<file path="config.mk">
export PLATFORM = sky130hd
export DESIGN_NAME = digraph6_record_decoder
export DESIGN_NICKNAME = d
export VERILOG_FILES = /design/src/rtl/d6rd_pkg.sv /design/src/rtl/d6rd_queue.sv /design/src/rtl/d6rd_front.sv /design/src/rtl/d6rd_back.sv /design/src/rtl/digraph6_record_decoder.sv
export SDC_FILE = /design/constraint.sdc
export NUM_CORES = 1
export LEC_CHECK = 0
export ABC_AREA = 1
export BUFFER_PORTS_ARGS = -buffer_cell sky130_fd_sc_hd__buf_4
export CAP_MARGIN = 15
export CORE_AREA = 2 2 176 178
export DETAILED_ROUTE_END_ITERATION = 6
export DIE_AREA = 0 0 178 180
export RECOVER_POWER = 25
export SLEW_MARGIN = 0
export SYNTH_ARGS = -nofsm -noshare
export SYNTH_HDL_FRONTEND = slang
export SYNTH_HIERARCHICAL = 1
export SYNTH_SLANG_ARGS = --single-unit
</file>
<file path="constraint.sdc">
create_clock -name clk -period 14.1 [get_ports clk]
set_input_delay 0 -clock clk [delete_from_list [all_inputs] [get_ports clk]]
set_output_delay 0 -clock clk [all_outputs]
set_load 0.02 [all_outputs]
</file>
<file path="src/rtl/d6rd_pkg.sv">
`timescale 1ns / 1ps
// ----------------------------------------------------------------------------
// d6rd_pkg: shared types and constants of the digraph6 record decoder
// Holds the item and result formats, the command passed from the parser to
// the edge walker, the parser states and the header text.
// ----------------------------------------------------------------------------
package d6rd_pkg;

  // Largest graph order that the decoder accepts.
  localparam logic [6:0] MAX_ORDER = 7'd63;

  // Command queue between the parser and the edge walker.
  localparam int QDEPTH = 4;
  localparam int QAW    = $clog2(QDEPTH);

  // Character codes.
  localparam logic [7:0] CH_AMP  = 8'd38;
  localparam logic [7:0] DATA_LO = 8'd63;
  localparam logic [7:0] DATA_HI = 8'd126;
  localparam logic [3:0] HDR_LEN = 4'd12;

  // Bit positions in one data byte; POS_DONE means all have been walked.
  localparam logic [2:0] POS_DONE = 3'd6;

  typedef enum logic [1:0] {
    KIND_EDGE   = 2'd0,
    KIND_ACCEPT = 2'd1,
    KIND_REJECT = 2'd2
  } kind_t;

  typedef enum logic [2:0] {
    ST_OK        = 3'd0,
    ST_NO_AMP    = 3'd1,
    ST_INVALID   = 3'd2,
    ST_TRUNCATED = 3'd3,
    ST_RANGE     = 3'd4
  } status_t;

  typedef enum logic [7:0] {
    PH_SKIP  = 8'b0000_0001,
    PH_HEAD  = 8'b0000_0010,
    PH_AMP   = 8'b0000_0100,
    PH_ORD1  = 8'b0000_1000,
    PH_ORD2  = 8'b0001_0000,
    PH_ORDN  = 8'b0010_0000,
    PH_ADJ   = 8'b0100_0000,
    PH_DRAIN = 8'b1000_0000
  } phase_t;

  // One input item.
  typedef struct packed {
    logic [7:0] rec_byte;
    logic       end_of_record;
  } in_t;

  // One result item.
  typedef struct packed {
    kind_t      kind;
    logic [5:0] edge_src;
    logic [5:0] edge_dst;
    status_t    status;
    logic [5:0] vertex_count;
    logic       last;
  } out_t;

  // Work for the edge walker: up to six adjacency bits, then an optional
  // closing status.
  typedef struct packed {
    logic       has_bits;
    logic [5:0] bits;
    logic [5:0] n;
    logic       has_close;
    status_t    status;
  } cmd_t;

  // Characters of the optional header.
  function automatic logic [7:0] hdr_char(input logic [3:0] idx);
    logic [7:0] c;
    case (idx)
      4'd0, 4'd1:   c = 8'h3E;
      4'd2:         c = 8'h64;
      4'd3:         c = 8'h69;
      4'd4:         c = 8'h67;
      4'd5:         c = 8'h72;
      4'd6:         c = 8'h61;
      4'd7:         c = 8'h70;
      4'd8:         c = 8'h68;
      4'd9:         c = 8'h36;
      4'd10, 4'd11: c = 8'h3C;
      default:      c = 8'h00;
    endcase
    return c;
  endfunction

endpackage

</file>
<file path="src/rtl/d6rd_queue.sv">
`timescale 1ns / 1ps
// ----------------------------------------------------------------------------
// d6rd_queue: command queue
// A small first-in first-out queue of commands between the parser and the
// edge walker, so that each side stalls on its own.
// ----------------------------------------------------------------------------
module d6rd_queue (
  input  logic           clk,
  input  logic           rst,
  input  logic           wr_en,
  input  d6rd_pkg::cmd_t wr_data,
  output logic           full,
  input  logic           rd_en,
  output d6rd_pkg::cmd_t rd_data,
  output logic           valid
);
  import d6rd_pkg::*;

  cmd_t           mem [QDEPTH];
  logic [QAW-1:0] wr_ptr;
  logic [QAW-1:0] rd_ptr;
  logic [QAW:0]   count;

  assign full    = (count == (QAW+1)'(QDEPTH));
  assign valid   = (count != '0);
  assign rd_data = mem[rd_ptr];

  // Storage is written on every transfer in.
  always_ff @(posedge clk) begin
    if (wr_en) begin
      mem[wr_ptr] <= wr_data;
    end
  end

  // Pointers and fill count.
  always_ff @(posedge clk) begin
    if (rst) begin
      wr_ptr <= '0;
      rd_ptr <= '0;
      count  <= '0;
    end else begin
      if (wr_en) begin
        wr_ptr <= wr_ptr + 1'b1;
      end
      if (rd_en) begin
        rd_ptr <= rd_ptr + 1'b1;
      end
      if (wr_en && !rd_en) begin
        count <= count + 1'b1;
      end else if (rd_en && !wr_en) begin
        count <= count - 1'b1;
      end
    end
  end

endmodule

</file>
<file path="src/rtl/d6rd_front.sv">
`timescale 1ns / 1ps
// ----------------------------------------------------------------------------
// d6rd_front: record parser
// Classifies each record byte, tracks the whitespace, header, ampersand and
// order phases, counts the adjacency bits still due and issues one command
// per byte that yields edges or closes the record.
// ----------------------------------------------------------------------------
module d6rd_front (
  input  logic           clk,
  input  logic           rst,
  input  logic           accept,
  input  d6rd_pkg::in_t  item,
  output logic           cmd_valid,
  output d6rd_pkg::cmd_t cmd
);
  import d6rd_pkg::*;

  phase_t      phase;
  phase_t      phase_next;
  logic [3:0]  header_index;
  logic [3:0]  header_index_next;
  logic [5:0]  acc_low;
  logic [5:0]  acc_low_next;
  logic        acc_high;
  logic        acc_high_next;
  logic [2:0]  digits_left;
  logic [2:0]  digits_left_next;
  logic [5:0]  order_val;
  logic [5:0]  order_val_next;
  logic [11:0] bits_left;
  logic [11:0] bits_left_next;
  logic        ws_pending;
  logic        ws_pending_next;

  logic [7:0]  b;
  logic [7:0]  diff;
  logic [5:0]  digit;
  logic        is_ws;
  logic        is_data;
  logic        fin;
  logic [5:0]  fin_low;
  logic        fin_high;
  logic        close;
  status_t     close_st;

  assign b     = item.rec_byte;
  assign diff  = b - DATA_LO;
  assign digit = diff[5:0];

  // Byte classes.
  always_comb begin
    is_ws   = b inside {[8'd9:8'd13], 8'd32};
    is_data = b inside {[DATA_LO:DATA_HI]};
  end

  // Parser next state and command.
  always_comb begin
    phase_next        = phase;
    header_index_next = header_index;
    acc_low_next      = acc_low;
    acc_high_next     = acc_high;
    digits_left_next  = digits_left;
    order_val_next    = order_val;
    bits_left_next    = bits_left;
    ws_pending_next   = ws_pending;
    fin               = 1'b0;
    fin_low           = acc_low;
    fin_high          = acc_high;
    close             = 1'b0;
    close_st          = ST_OK;
    cmd               = '0;
    cmd.n             = order_val;

    case (phase)
      PH_SKIP: begin
        if (!is_ws) begin
          if (b == CH_AMP) begin
            phase_next = PH_ORD1;
          end else if (b == hdr_char(4'd0)) begin
            header_index_next = 4'd1;
            phase_next        = PH_HEAD;
          end else begin
            close    = 1'b1;
            close_st = ST_NO_AMP;
          end
        end
      end
      PH_HEAD: begin
        if (header_index < HDR_LEN && b == hdr_char(header_index)) begin
          header_index_next = header_index + 4'd1;
          if (header_index_next == HDR_LEN) begin
            phase_next = PH_AMP;
          end
        end else begin
          close    = 1'b1;
          close_st = ST_NO_AMP;
        end
      end
      PH_AMP: begin
        if (b == CH_AMP) begin
          phase_next = PH_ORD1;
        end else begin
          close    = 1'b1;
          close_st = ST_NO_AMP;
        end
      end
      PH_ORD1, PH_ORD2, PH_ORDN, PH_ADJ: begin
        if (is_ws) begin
          ws_pending_next = 1'b1;
        end else if (ws_pending || !is_data) begin
          close    = 1'b1;
          close_st = ST_INVALID;
        end else if (phase == PH_ORD1) begin
          // Short form, or the escape to the longer forms.
          if (b == DATA_HI) begin
            phase_next = PH_ORD2;
          end else begin
            fin      = 1'b1;
            fin_low  = digit;
            fin_high = 1'b0;
          end
        end else if (phase == PH_ORD2) begin
          if (b == DATA_HI) begin
            acc_low_next     = '0;
            digits_left_next = 3'd6;
          end else begin
            acc_low_next     = digit;
            digits_left_next = 3'd2;
          end
          acc_high_next = 1'b0;
          phase_next    = PH_ORDN;
        end else if (phase == PH_ORDN) begin
          // Only whether the upper digits are all zero matters.
          fin_low          = digit;
          fin_high         = acc_high | (acc_low != '0);
          acc_low_next     = fin_low;
          acc_high_next    = fin_high;
          digits_left_next = digits_left - 3'd1;
          if (digits_left_next == '0) begin
            fin = 1'b1;
          end
        end else begin
          // Adjacency byte: the last one masks the bits past the matrix.
          cmd.has_bits = 1'b1;
          if (bits_left <= 12'd6) begin
            cmd.bits = digit & ~(6'h3F >> bits_left[2:0]);
            close    = 1'b1;
            close_st = ST_OK;
          end else begin
            cmd.bits       = digit;
            bits_left_next = bits_left - 12'd6;
          end
        end
      end
      default: begin
      end
    endcase

    // Order complete: check its range and load the bit count.
    if (fin) begin
      if (!fin_high && fin_low != '0 && {1'b0, fin_low} <= MAX_ORDER) begin
        order_val_next = fin_low;
        bits_left_next = {6'd0, fin_low} * {6'd0, fin_low};
        phase_next     = PH_ADJ;
      end else begin
        close    = 1'b1;
        close_st = ST_RANGE;
      end
    end

    if (close) begin
      phase_next = PH_DRAIN;
    end

    // End of record closes anything still open and clears for the next one.
    if (item.end_of_record) begin
      if (phase_next == PH_SKIP || phase_next == PH_HEAD || phase_next == PH_AMP) begin
        close    = 1'b1;
        close_st = ST_NO_AMP;
      end else if (phase_next != PH_DRAIN) begin
        close    = 1'b1;
        close_st = ST_TRUNCATED;
      end
      phase_next        = PH_SKIP;
      header_index_next = '0;
      acc_low_next      = '0;
      acc_high_next     = 1'b0;
      digits_left_next  = '0;
      order_val_next    = '0;
      bits_left_next    = '0;
      ws_pending_next   = 1'b0;
    end

    cmd.has_close = close;
    cmd.status    = close_st;
    cmd_valid     = accept && (close || cmd.has_bits);
  end

  // Parser registers advance on each transfer in.
  always_ff @(posedge clk) begin
    if (rst) begin
      phase        <= PH_SKIP;
      header_index <= '0;
      acc_low      <= '0;
      acc_high     <= 1'b0;
      digits_left  <= '0;
      order_val    <= '0;
      bits_left    <= '0;
      ws_pending   <= 1'b0;
    end else if (accept) begin
      phase        <= phase_next;
      header_index <= header_index_next;
      acc_low      <= acc_low_next;
      acc_high     <= acc_high_next;
      digits_left  <= digits_left_next;
      order_val    <= order_val_next;
      bits_left    <= bits_left_next;
      ws_pending   <= ws_pending_next;
    end
  end

endmodule

</file>
<file path="src/rtl/d6rd_back.sv">
`timescale 1ns / 1ps
// ----------------------------------------------------------------------------
// d6rd_back: edge walker
// Takes commands from the queue, walks their adjacency bits one position a
// cycle with row and column counters, and delivers edges and the closing
// status through an output register; a set bit waits while it is held.
// ----------------------------------------------------------------------------
module d6rd_back (
  input  logic           clk,
  input  logic           rst,
  input  logic           q_valid,
  input  d6rd_pkg::cmd_t q_cmd,
  output logic           q_pop,
  input  logic           pop,
  output logic           empty,
  output d6rd_pkg::out_t result
);
  import d6rd_pkg::*;

  logic       cur_valid;
  cmd_t       cur;
  logic [5:0] sh;
  logic [2:0] pos;
  logic [2:0] pos_next;
  logic [5:0] row;
  logic [5:0] row_next;
  logic [5:0] col;
  logic [5:0] col_next;
  logic       out_valid;

  logic       can_load;
  logic       step;
  logic       emit;
  logic       finish;
  logic [6:0] col_inc;
  out_t       res;

  assign empty = !out_valid;

  // One bit position or the closing status per cycle; a set bit or a status waits for a free output register.
  always_comb begin
    can_load = !out_valid || pop;
    step     = 1'b0;
    emit     = 1'b0;
    finish   = 1'b0;
    res      = '0;
    pos_next = pos;
    row_next = row;
    col_next = col;
    col_inc  = {1'b0, col} + 7'd1;

    if (cur_valid) begin
      if (pos != POS_DONE) begin
        if (!sh[5] || can_load) begin
          step         = 1'b1;
          emit         = sh[5];
          res.kind     = KIND_EDGE;
          res.edge_src = row;
          res.edge_dst = col;
          pos_next     = pos + 3'd1;
          if (col_inc >= {1'b0, cur.n}) begin
            col_next = '0;
            row_next = row + 6'd1;
          end else begin
            col_next = col_inc[5:0];
          end
          // A command without a closing status is done with its last bit.
          if (pos == 3'd5 && !cur.has_close) begin
            finish = 1'b1;
          end
        end
      end else if (!cur.has_close) begin
        finish = 1'b1;
      end else if (can_load) begin
        emit     = 1'b1;
        finish   = 1'b1;
        res.last = 1'b1;
        if (cur.status == ST_OK) begin
          res.kind         = KIND_ACCEPT;
          res.vertex_count = cur.n;
        end else begin
          res.kind   = KIND_REJECT;
          res.status = cur.status;
        end
        row_next = '0;
        col_next = '0;
      end
    end

    q_pop = q_valid && (!cur_valid || finish);
  end

  // Current command, bit shifter and counters.
  always_ff @(posedge clk) begin
    if (rst) begin
      cur_valid <= 1'b0;
      pos       <= '0;
      row       <= '0;
      col       <= '0;
    end else begin
      row <= row_next;
      col <= col_next;
      if (q_pop) begin
        cur_valid <= 1'b1;
        pos       <= q_cmd.has_bits ? 3'd0 : POS_DONE;
      end else if (finish) begin
        cur_valid <= 1'b0;
      end else begin
        pos <= pos_next;
      end
    end
  end

  always_ff @(posedge clk) begin
    if (q_pop) begin
      cur <= q_cmd;
      sh  <= q_cmd.bits;
    end else if (step) begin
      sh <= {sh[4:0], 1'b0};
    end
  end

  // Output register: loads when free or when its result transfers out.
  always_ff @(posedge clk) begin
    if (rst) begin
      out_valid <= 1'b0;
    end else if (emit) begin
      out_valid <= 1'b1;
    end else if (pop) begin
      out_valid <= 1'b0;
    end
  end

  always_ff @(posedge clk) begin
    if (emit) begin
      result <= res;
    end
  end

endmodule

</file>
<file path="src/rtl/digraph6_record_decoder.sv">
`timescale 1ns / 1ps
// ----------------------------------------------------------------------------
// digraph6_record_decoder: digraph6 record decoder
// Decodes a textual digraph6 record, one byte per transfer, into edge
// results and one closing status per record.
// ----------------------------------------------------------------------------
// The parser takes one byte per cycle whenever the four-entry command queue
// has room, so full rises only when the edge walker falls behind. The walker
// steps through each adjacency byte one bit position per cycle, whether or
// not the bit is set, and then delivers any closing status; header, order
// and whitespace bytes cost it nothing. Sustained throughput on adjacency
// bytes is therefore set by the walker's bit loop, with one byte per cycle
// elsewhere while the queue has room. A result stays on the result ports until
// popped; a waiting result stalls the walker only when it has another one to
// deliver.
// ----------------------------------------------------------------------------
module digraph6_record_decoder (
  input  logic           clk,
  input  logic           rst,
  input  logic           push,
  output logic           full,
  input  d6rd_pkg::in_t  item,
  output logic           empty,
  input  logic           pop,
  output d6rd_pkg::out_t result
);
  import d6rd_pkg::*;

  logic accept;
  logic cmd_valid;
  cmd_t cmd;
  logic q_full;
  logic q_valid;
  logic q_pop;
  cmd_t q_cmd;

  assign full   = q_full;
  assign accept = push && !full;

  d6rd_front u_front (
    .clk       (clk),
    .rst       (rst),
    .accept    (accept),
    .item      (item),
    .cmd_valid (cmd_valid),
    .cmd       (cmd)
  );

  d6rd_queue u_queue (
    .clk     (clk),
    .rst     (rst),
    .wr_en   (cmd_valid),
    .wr_data (cmd),
    .full    (q_full),
    .rd_en   (q_pop),
    .rd_data (q_cmd),
    .valid   (q_valid)
  );

  d6rd_back u_back (
    .clk     (clk),
    .rst     (rst),
    .q_valid (q_valid),
    .q_cmd   (q_cmd),
    .q_pop   (q_pop),
    .pop     (pop),
    .empty   (empty),
    .result  (result)
  );

endmodule

</file>
## Yosys cells after proc, flatten, opt, wreduce, memory -nomap -nowiden

Memory sizes are Yosys's and may differ from the RTL's. A register that Yosys moved wholly into a read port is not among the register bits.
Cells that the tools add are included.

- Output and inout bits: 26
- Input bits: 13
- Memories kept: 2
- ROM bits: 112
- Logic and storage cells: 310
- Bits in registers: 105
- RAM bits: 68

- Magnitude comparators: 7
- Shift operators: 1
- Equal/unequal tests: 30
- Muxes and demuxes: 165
- Add/subtract/negate cells: 11
- Bitwise operators: 7
- Reductions and logical operators: 60
- Multipliers: 1

Memory list:

| name | words | width | read ports | clocked after Yosys merged registers in | wr ports | RTL line | text |
|---|---|---|---|---|---|---|---|
| (no name shown) | 16 | 7 | 1 | 1 | 0 | d6rd_pkg.sv:79 | `case (idx)` |
| u_queue.mem | 4 | 17 | 1 | 1 | 1 | d6rd_queue.sv:19 | `cmd_t mem [QDEPTH];` |

Operators with widths:

| operator | count |
|---|---|
| two-way mux 6 bit | 28 |
| two-way mux 8 bit | 16 |
| two-way mux 12 bit | 10 |
| two-way mux 3 bit | 24 |
| two-way mux 1 bit | 63 |
| two-way mux 7 bit | 6 |
| == test 8 x 6 -> 1 bit, second input constant | 4 |
| case mux 8 bit (4 select lines) | 1 |
| two-way mux 4 bit | 7 |
| nonzero test 2 bit | 14 |
| == test 8 x 1 -> 1 bit, second input constant | 2 |
| == test 8 x 2 -> 1 bit, second input constant | 2 |
| == test 8 x 3 -> 1 bit, second input constant | 2 |
| == test 8 x 7 -> 1 bit, second input constant | 2 |
| two-way mux 2 bit | 7 |
| <= comparator 12 x 3 -> 1 bit, second input constant | 1 |
| multiplier 6 x 6 -> 12 bit | 1 |
| != test 2 bit, second input constant | 6 |
| case mux 3 bit (4 select lines) | 1 |
| AND reduction 6 bit | 2 |
| nonzero test 6 bit | 2 |
| subtractor 12 x 3 -> 12 bit, second input constant | 1 |
| logical AND 1 bit | 10 |
| AND reduction 5 bit | 2 |
| other kinds (37) | 68 |

## Logic depth before layout (Yosys ltp)

Gate-level depths: netlist (run 1).

- Depth after elaboration: 24
- Mapped depth: 32
- Mapped depth without buffers: 31

## Modules after synthesis

Netlist (run 1), hierarchy kept.

Modules (own cells, without submodules):

| module | instances | cells each | area each (um^2) | sequential area each (um^2) |
|---|---|---|---|---|
| d6rd_front | 1 | 727 | 4510.6 | 960.9 |
| d6rd_queue | 1 | 223 | 3029.2 | 2222.1 |
| d6rd_back | 1 | 272 | 2616.3 | 1541.5 |
| digraph6_record_decoder | 1 | 2 | 10.0 | 0.0 |

## Worst setup path after synthesis (run 1)

No wires, ideal clock.

- Kind: register -> register
- Start: register u_front.phase[4]
- End: register u_front.bits_left[11]
- Buffers on the path: 0
- Path slack: 9.453 ns
- Data arrival time: 4.576 ns
- Required time: 14.030 ns
- Setup time: 0.070 ns
- Clock period less this slack: 4.647 ns
- Stages on the path, launching flop included: 29
- Path through: dfxtp_1 > nor2_1 > nand2_2 > inv_1 > nand2_1 > nand2_1 > nor2_4 > nor2_8 > nand3_1 > nand2_1 > inv_1 > nor2_1 > fa_1 > inv_1 > fa_1 > fa_1 > inv_1 > ha_1 > a21oi_1 > o21ai_0 > a21oi_1 > o21bai_1 > nand2_1 > nand2_1 > a21oi_1 > xor2_1 > a21oi_1 > nand2_1 > a21oi_1

- Cells in the longest elaborated chain, start to end: 12
- Elaborated cells between the ends (all ways): 36
- Classes of those cells: mul: 1; eq/ne: 4; mux: 27; reduce/logical: 4

Ends and longest elaborated chain:

| what | RTL line | text |
|---|---|---|
| start, declared | d6rd_front.sv:18 | `phase_t phase;` |
| start signal, assigned | d6rd_front.sv:211 | `phase <= phase_next;` |
| parallel branches: the longest is 10 deep, another holds multiplier 6 x 6 -> 12 bit | n/a |  |
| two-way mux 12 bit (*) | d6rd_front.sv:160 | `if (fin) begin` |
| two-way mux 12 bit (*) | d6rd_front.sv:176 | `if (item.end_of_record) begin` |
| end signal, assigned | d6rd_front.sv:217 | `bits_left <= bits_left_next;` |
| end, declared | d6rd_front.sv:30 | `logic [11:0] bits_left;` |

Mark *: on every way between the ends.
A chain may end at the register's enable or synchronous reset.

## Worst setup path in the final report (run 1)

- Start: register u_front.phase[0]
- End: register u_front.bits_left[11]

Same word-level chain as after synthesis.

==> summary.txt, run 1 <==
Routing
  • Drt wl/cell: 14.02 um
  • Drt first pass iters: 5
  • Final ANT Viol Nets: 0
  • Detailed-route via count: 8085
  • Vias per cell: 4.862
  • Routed Wire Length: 23310 um
  • DRT iter0 DRCs: 574
  • Drt drc: 0

Synthesis
  • Post-synthesis mux area share: 0%
  • Ys async rst share: 0%
  • YS warnings: 6
  • Synth Area in Compound Gates: 11.10%
  • Synthesized area: 10170 um2
  • Post-synth top flop: edfxtp_1
  • Synth Area in Simple Gates: 24.79%
  • EDFF count, synth: 108
  • Flops & latches, synth: 182
  • Net count after synthesis: 1287
  • Seq/Total Area, Yosys: 46.47%
  • Largest family of logic cells by synthesized area: simple AND/OR/NAND/NOR gates
  • Fraction of the mapped netlist area in adder cells: 6.818%
  • Xor-xnor portion of the synthesized cell area: 2.671%
  • Synth top area share: 31.90%
  • Syn Inst Count: 1224
  • Synth top area cells: edfxtp_1, dfxtp_1, nand2_1
  • Synth area leader: edfxtp_1
  • Post-synth cell types: 47
  • Syn_area_per_cell: 8.306 um2

Floorplan
  • Core area: 30190 um2
  • Die height: 180 um
  • Die X: 178 um
  • Row count: 64
  • Area of the die: 32040 um2
  • Top Ports: 39
  • Initial Util: 33.67%

Finish
  • Commonest non-fill, non-tap cells in the layout: nand2_1, nor2_1, inv_1
  • Most common cell after layout, fill and taps aside: nand2_1
  • Antenna fix cells: 0
  • Layout area overhead: 10.20%
  • Nets: 1317
  • Fillers: 3107
  • Layout cells sized above 1: 7.498%
  • Register area: 4725 um2
  • Multi-input logic area: 4566 um2

STA
  • Clock skew: 13.60 ps
  • Final setup violation count: 0
  • Relative slew slack: -1.364%
  • Slew @ Worst Pin: 1520 ps
  • Final Hold Fails: 0
  • RSZ-0062 raised after global routing: no
  • Final period utilization: 38.46%
  • F_max: 184.4 MHz
  • Final setup TNS: 0 ps
  • Pins over their slew limit: 36
  • Final worst path period need: 5423 ps

Hold path
  • Worst Hold Path Cells: 4
  • Worst min path class: primary input to flop

GRT
  • GRT Util Overall: 14.82%
  • Largest net degree at the start of global routing: 43
  • Initial antenna violation count: 0
  • First-pass GRT wire length: 38120 um
  • Overflow after GRT: 0
  • Via count of the first global-routing pass: 7681

Critical path
  • Worst EP arrival: 5780 ps
  • Reg2reg end: u_front/bits_left[11]
  • Setup crit end: u_front/bits_left[11]
  • Critical path capture point type: flop
  • R2R Setup Slk: 8680 ps
  • Crit path max fanout: 11
  • Crit Path Class: flop to flop
  • Worst reg2reg startpoint: u_front/phase[0]
  • Data required, critical path: 14460 ps
  • Startpoint types: flop
  • CP Launch Point: u_front/phase[0]
  • Worst R2R Path Depth: 27

CTS
  • TritonCTS Buffers: 17
  • Worst-Skew Late Latency: 430 ps
  • Cts hold-fix bufs: 1
  • Clock Path Buffers: 2
  • Htree depth: 4
  • CTS root buf: clkbuf_16
  • TritonCTS clock tree: yes
  • Clock Sinks: 182
  • Setup repair bufs after CTS: 0
  • CTS resizes: 0
  • Clock slew at reported path FFs: 70 ps

Pwr
  • Cell area power density: 161.0 nW/um2
  • LEAKAGE: 4.741 nW
  • VDD IR max: 0.09181 mV
  • Total power: 1.804 mW

Place
  • Gpl congestion: 0.9105
  • Port-buffer cells: 38
  • DPL Wire Length: 16810 um

Status
  • Status: finished, violations left
  • Failing checks: capacitance limit, slew limit

Job
  • MaxCap Viol Count: 1
how the worst min path moves through the flow:
stage | start | to | slack, ps
after CTS | item[0] | u_front/digits_left[1] | 5
after detailed placement | pop | u_back/out_valid | 430
after global routing | item[0] | u_front/digits_left[1] | 30
after global placement | u_back/result[23] | result[23] | 430
final | item[0] | u_front/digits_left[1] | 30
after floorplan | rst | u_back/cur_valid | 70
cell usage after synthesis (all sizes together), types with 2 or more instances:
library cell and instances:
o22ai 18, clkinv 2, dfxtp 74, a21oi 72
a211oi 9, edfxtp 108, o211ai 5, o21bai 2
fa 9, nand3b 2, inv 157, buf 21
xnor2 17, or2 6, o21ai 84, nor3 15
a31oi 4, nand4 14, nor4 5, a2111oi 2
nor3b 4, nor2 170, ha 41, nand3 69
xor2 14, clkbuf 10, nand2 285
registers in the layout, indices dropped and copies added, names as in the netlist, 8 cells and up, named ones only:
signal / count
u_back/cur: 10
u_queue/mem: 68
u_front/bits_left: 12
u_front/phase: 8
u_back/result: 24
cell families (layout without fill, tap and decap cells):
kind of cell,after synthesis,after routing
and+or+nand+nor,573,573
AOI/OAI and AO/OA,198,198
buffers and inverters,190,233
DFF,182,182
adders and majority gates,50,50
xor gates and xnor gates,31,31
routing by layer:
metal	wire [um]	up-vias	global-route usage, %
met3	1007	27	2.623
met4	412	0	4.656
li1	-	4103	-
met1	10620	3766	18.59
met2	11260	189	25.69
met5	0	-	0
layout make-up:
| type | count | share of cell area [%] |
|---|---|---|
| inverters | 159 | 5.372 |
| flip-flops and latches | 182 | 42.17 |
| clock inverters | 15 | 1.552 |
| multi-input cells | 852 | 40.75 |
| well taps | 396 | 4.423 |
| repair buffers | 42 | 1.932 |
| clock buffers | 17 | 3.797 |
through the flow:
stage          setup WS, ps  hold WS, ps  cell area, um2  std cells  util, %
5_1_grt                8137        33.28           11200       1663    37.11
3_5_place_dp           8719        426.2           10750       1630    35.59
4_1_cts                8697        4.886           11350       1663    37.61
6_report               8677        26.08           11200       1663    37.11
2_1_floorplan          9453        69.07           10170       1224        -
3_3_place_gp           8873        427.3           10750       1630    35.59
critical path, cell delays in order (launching register included):
cell and delay, ps:
dfxtp_1 350, nor2_1 230, nand3_1 100, nor2_1 660
nand2_1 130, inv_1 80, a21oi_1 60, nand3_1 70
nand2_1 80, inv_1 170, nor2_1 90, fa_1 540
inv_1 80, fa_1 520, fa_1 560, inv_1 40
ha_1 330, a21oi_1 80, o21ai_0 240, a21oi_1 110
o21bai_1 200, nand2_1 80, nand2_1 60, a21oi_1 70
xor2_1 140, a21oi_1 120, nand2_1 60, a21oi_1 110
where the power goes:
part           total [mW]  internal (mW)  switching, mW  leakage [nW]
Clock               0.472          0.240          0.232         0.292
Combinational       0.583          0.173          0.410          2.83
Sequential          0.749          0.702         0.0468          1.62
Total                1.80           1.11          0.689          4.74
Note: power is estimated with default switching activity, not from simulation.
==> run 2: changes to the inputs <==
Clock period 14.1 ns to 5.4 ns, I/O delays scaled along.
==> run 2 against run 1 <==
The run still ends with capacitance limit, slew limit left. Worst hold slack got worse by 2.1 ps. Non-clock buffer count is 13 higher. Final cell count grew 0.78%. Die area stayed put. Power rose to 2.6 times the previous value. Critical path depth increased by 2.
==> summary.txt, run 2 (same netlist as run 1, synthesis figures left out) <==
Status
  • Status: finished, violations left
  • Failing checks: capacitance limit, slew limit

STA
  • Final period utilization: 92.45% (+54 points)
  • Slew @ Worst Pin: 1511 ps (-9.100 ps)
  • Hold Worst Slack: 23.94 ps (-2.136 ps)
  • F_max: 200.3 MHz (+8.6%)
  • Pins over their slew limit: 36 (unchanged)
  • Post-route setup slack: 407.7 ps (-8270 ps)
  • Final setup violation count: 0 (unchanged)
  • Final worst path period need: 4992 ps (-430.4 ps)
  • Relative slew slack: -0.7577% (+0.61 points)
  • Clock skew: 13.19 ps (-0.4093 ps)
  • Final Hold Fails: 0 (unchanged)

CTS
  • Clock Path Buffers: 2 (unchanged)
  • Clock Sinks: 182 (unchanged)
  • TritonCTS clock tree: yes
  • Worst-Skew Late Latency: 440 ps (about the same)
  • CTS root buf: clkbuf_16
  • Clock slew at reported path FFs: 80 ps (about the same)
  • TritonCTS Buffers: 17 (unchanged)
  • Htree depth: 4 (unchanged)

Finish
  • Design Area, Final: 11330 um2 (+1.1%)
  • Biggest register: u_queue/mem
  • Layout cells sized above 1: 9.063% (+1.6 points)
  • Max reg flops: 68 (unchanged)
  • Commonest non-fill, non-tap cells in the layout: nand2_1, nor2_1, inv_1
  • Most common cell after layout, fill and taps aside: nand2_1
  • Layout area overhead: 11.45%
  • Top Registers: u_queue/mem: 68 flops, u_back/result: 24 flops, u_front/bits_left: 12 flops
  • Antenna fix cells: 0 (unchanged)
  • Nets: 1330 (+0.99%)

Critical path
  • Worst R2R Path Depth: 29 (+7.4%)
  • Crit path top cell by count: nand2_1
  • Crit Path Class: flop to flop
  • Critical path capture point type: flop
  • Worst path max stage delay: 540 ps (-120 ps)
  • Worst EP arrival: 5350 ps (-430 ps)
  • Critical-path top delay cell: fa_1
  • Worst reg2reg startpoint: u_front/phase[2]
  • Data required, critical path: 5760 ps (-8700 ps)
  • R2R Setup Slk: 410 ps (-8270 ps)
  • Crit path max fanout: 5 (-6)
  • Startpoint types: flop
  • Reg2reg end: u_front/bits_left[11]

GRT
  • Initial antenna violation count: 0 (unchanged)
  • First-pass GRT wire length: 39210 um (+2.9%)
  • Met3 Use GR: 2.453% (-0.17 points)
  • M2 GR Usage: 26.14% (+0.45 points)
  • Via count of the first global-routing pass: 7780 (+1.3%)
  • Met1 usage: 19.87% (+1.3 points)
  • Overflow after GRT: 0 (unchanged)
  • Largest net degree at the start of global routing: 43 (unchanged)
  • GRT Util Overall: 15.31% (+0.49 points)
  • Global routing's busiest layer: met2

Floorplan
  • Die height: 180 um (unchanged)
  • Initial Util: 33.67% (unchanged)
  • Die X: 178 um (unchanged)
  • Row count: 64 (unchanged)
  • Area of the die: 32040 um2 (unchanged)
  • Core area: 30190 um2 (unchanged)
  • Top Ports: 39 (unchanged)

Pwr
  • Cell area power density: 419.2 nW/um2 (+160%)
  • VDD IR max: 0.2292 mV (+150%)
  • LEAKAGE: 4.811 nW (+1.5%)

Hold path
  • Worst Hold Path Cells: 4 (unchanged)
  • Worst min path class: primary input to flop
  • Destination of the worst hold path: u_front/digits_left[1]
  • Hold Startpoint: item[0]

Job
  • MaxCap Viol Count: 1 (unchanged)

Routing
  • Drt first pass iters: 5 (unchanged)
  • Detailed-route via count: 8246 (+2.0%)
  • Drt wl/cell: 14.29 um (+1.9%)
  • DRT iter0 DRCs: 639 (+11%)
  • Vias per cell: 4.920 (+1.2%)
  • Drt drc: 0 (unchanged)
  • Final ANT Viol Nets: 0 (unchanged)
  • Routed Wire Length: 23950 um (+2.7%)

Place
  • Placed cell areas: 10770 um2 (+0.21%)
  • Gpl congestion: 0.8934 (-1.9%)
  • DPL Wire Length: 17100 um (+1.7%)
  • Port-buffer cells: 38 (unchanged)
  • Post-place setup slack: 197.0 ps (-8522 ps)
-- run 2: worst max-delay path, delay by kind of cell (launching register included) --
family | cells | cell delay (ps)
xor gates and xnor gates | 1 | 140
DFF | 1 | 350
adders and majority gates | 4 | 1920
buffers and inverters | 5 | 390
and+or+nand+nor | 12 | 1160
AOI/OAI and AO/OA | 7 | 960
-- run 2: area by class of cell --
cell class	count	area, um2
fill	3080	18860
sequential	182	4726
multi-input combinational	852	4602
inverter	159	601.8
tap	396	495.5
clock buffer	17	425.4
timing repair buffer	55	311.5
clock inverter	15	167.7
-- run 2: power by group --
group          total (mW)  switching [mW]  internal (mW)  leakage [nW]
Sequential           1.95           0.120           1.83          1.62
Clock                1.25           0.620          0.629         0.288
Combinational        1.55            1.09          0.457          2.90
Total                4.75            1.83           2.92          4.81
-- run 2: worst max-delay path by stage --
stage	slack, ps	endpoint	cells after the start	start
after detailed placement	200	u_front/bits_left[11]	30	item[1]
after CTS	220	u_front/bits_left[11]	29	u_front/phase[3]
after global routing	-20	u_front/bits_left[10]	30	u_front/phase[2]
after floorplan	750	u_front/bits_left[11]	28	u_front/phase[4]
final	410	u_front/bits_left[11]	29	u_front/phase[2]
after global placement	340	u_front/bits_left[11]	26	u_front/phase[0]
-- run 2: metal layers --
metal / vias to the layer above / part of all wire, %
met5: - / 0
met4: 0 / 1.5
met3: 32 / 4.8
met2: 203 / 48
met1: 3887 / 45
li1: 4124 / -
-- run 2: what timing repair did --
action,CTS,global route
endpoints found under the hold margin,1,0
gates resized for setup,0,12
endpoints found under the setup margin,0,3
buffers inserted,0,9
hold buffers,1,0
-- run 2: metrics by stage --
| step | instances | power (mW) | util [%] | setup TNS, ps |
|---|---|---|---|---|
| after floorplan | 1224 | 3.217 | - | 0 |
| after global placement | 1633 | 3.577 | 35.67 | 0 |
| after detailed placement | 1633 | 3.601 | 35.67 | 0 |
| after CTS | 1666 | 4.864 | 37.67 | 0 |
| after global routing | 1676 | 5.107 | 37.53 | -22.47 |
| final | 1676 | 4.749 | 37.53 | 0 |
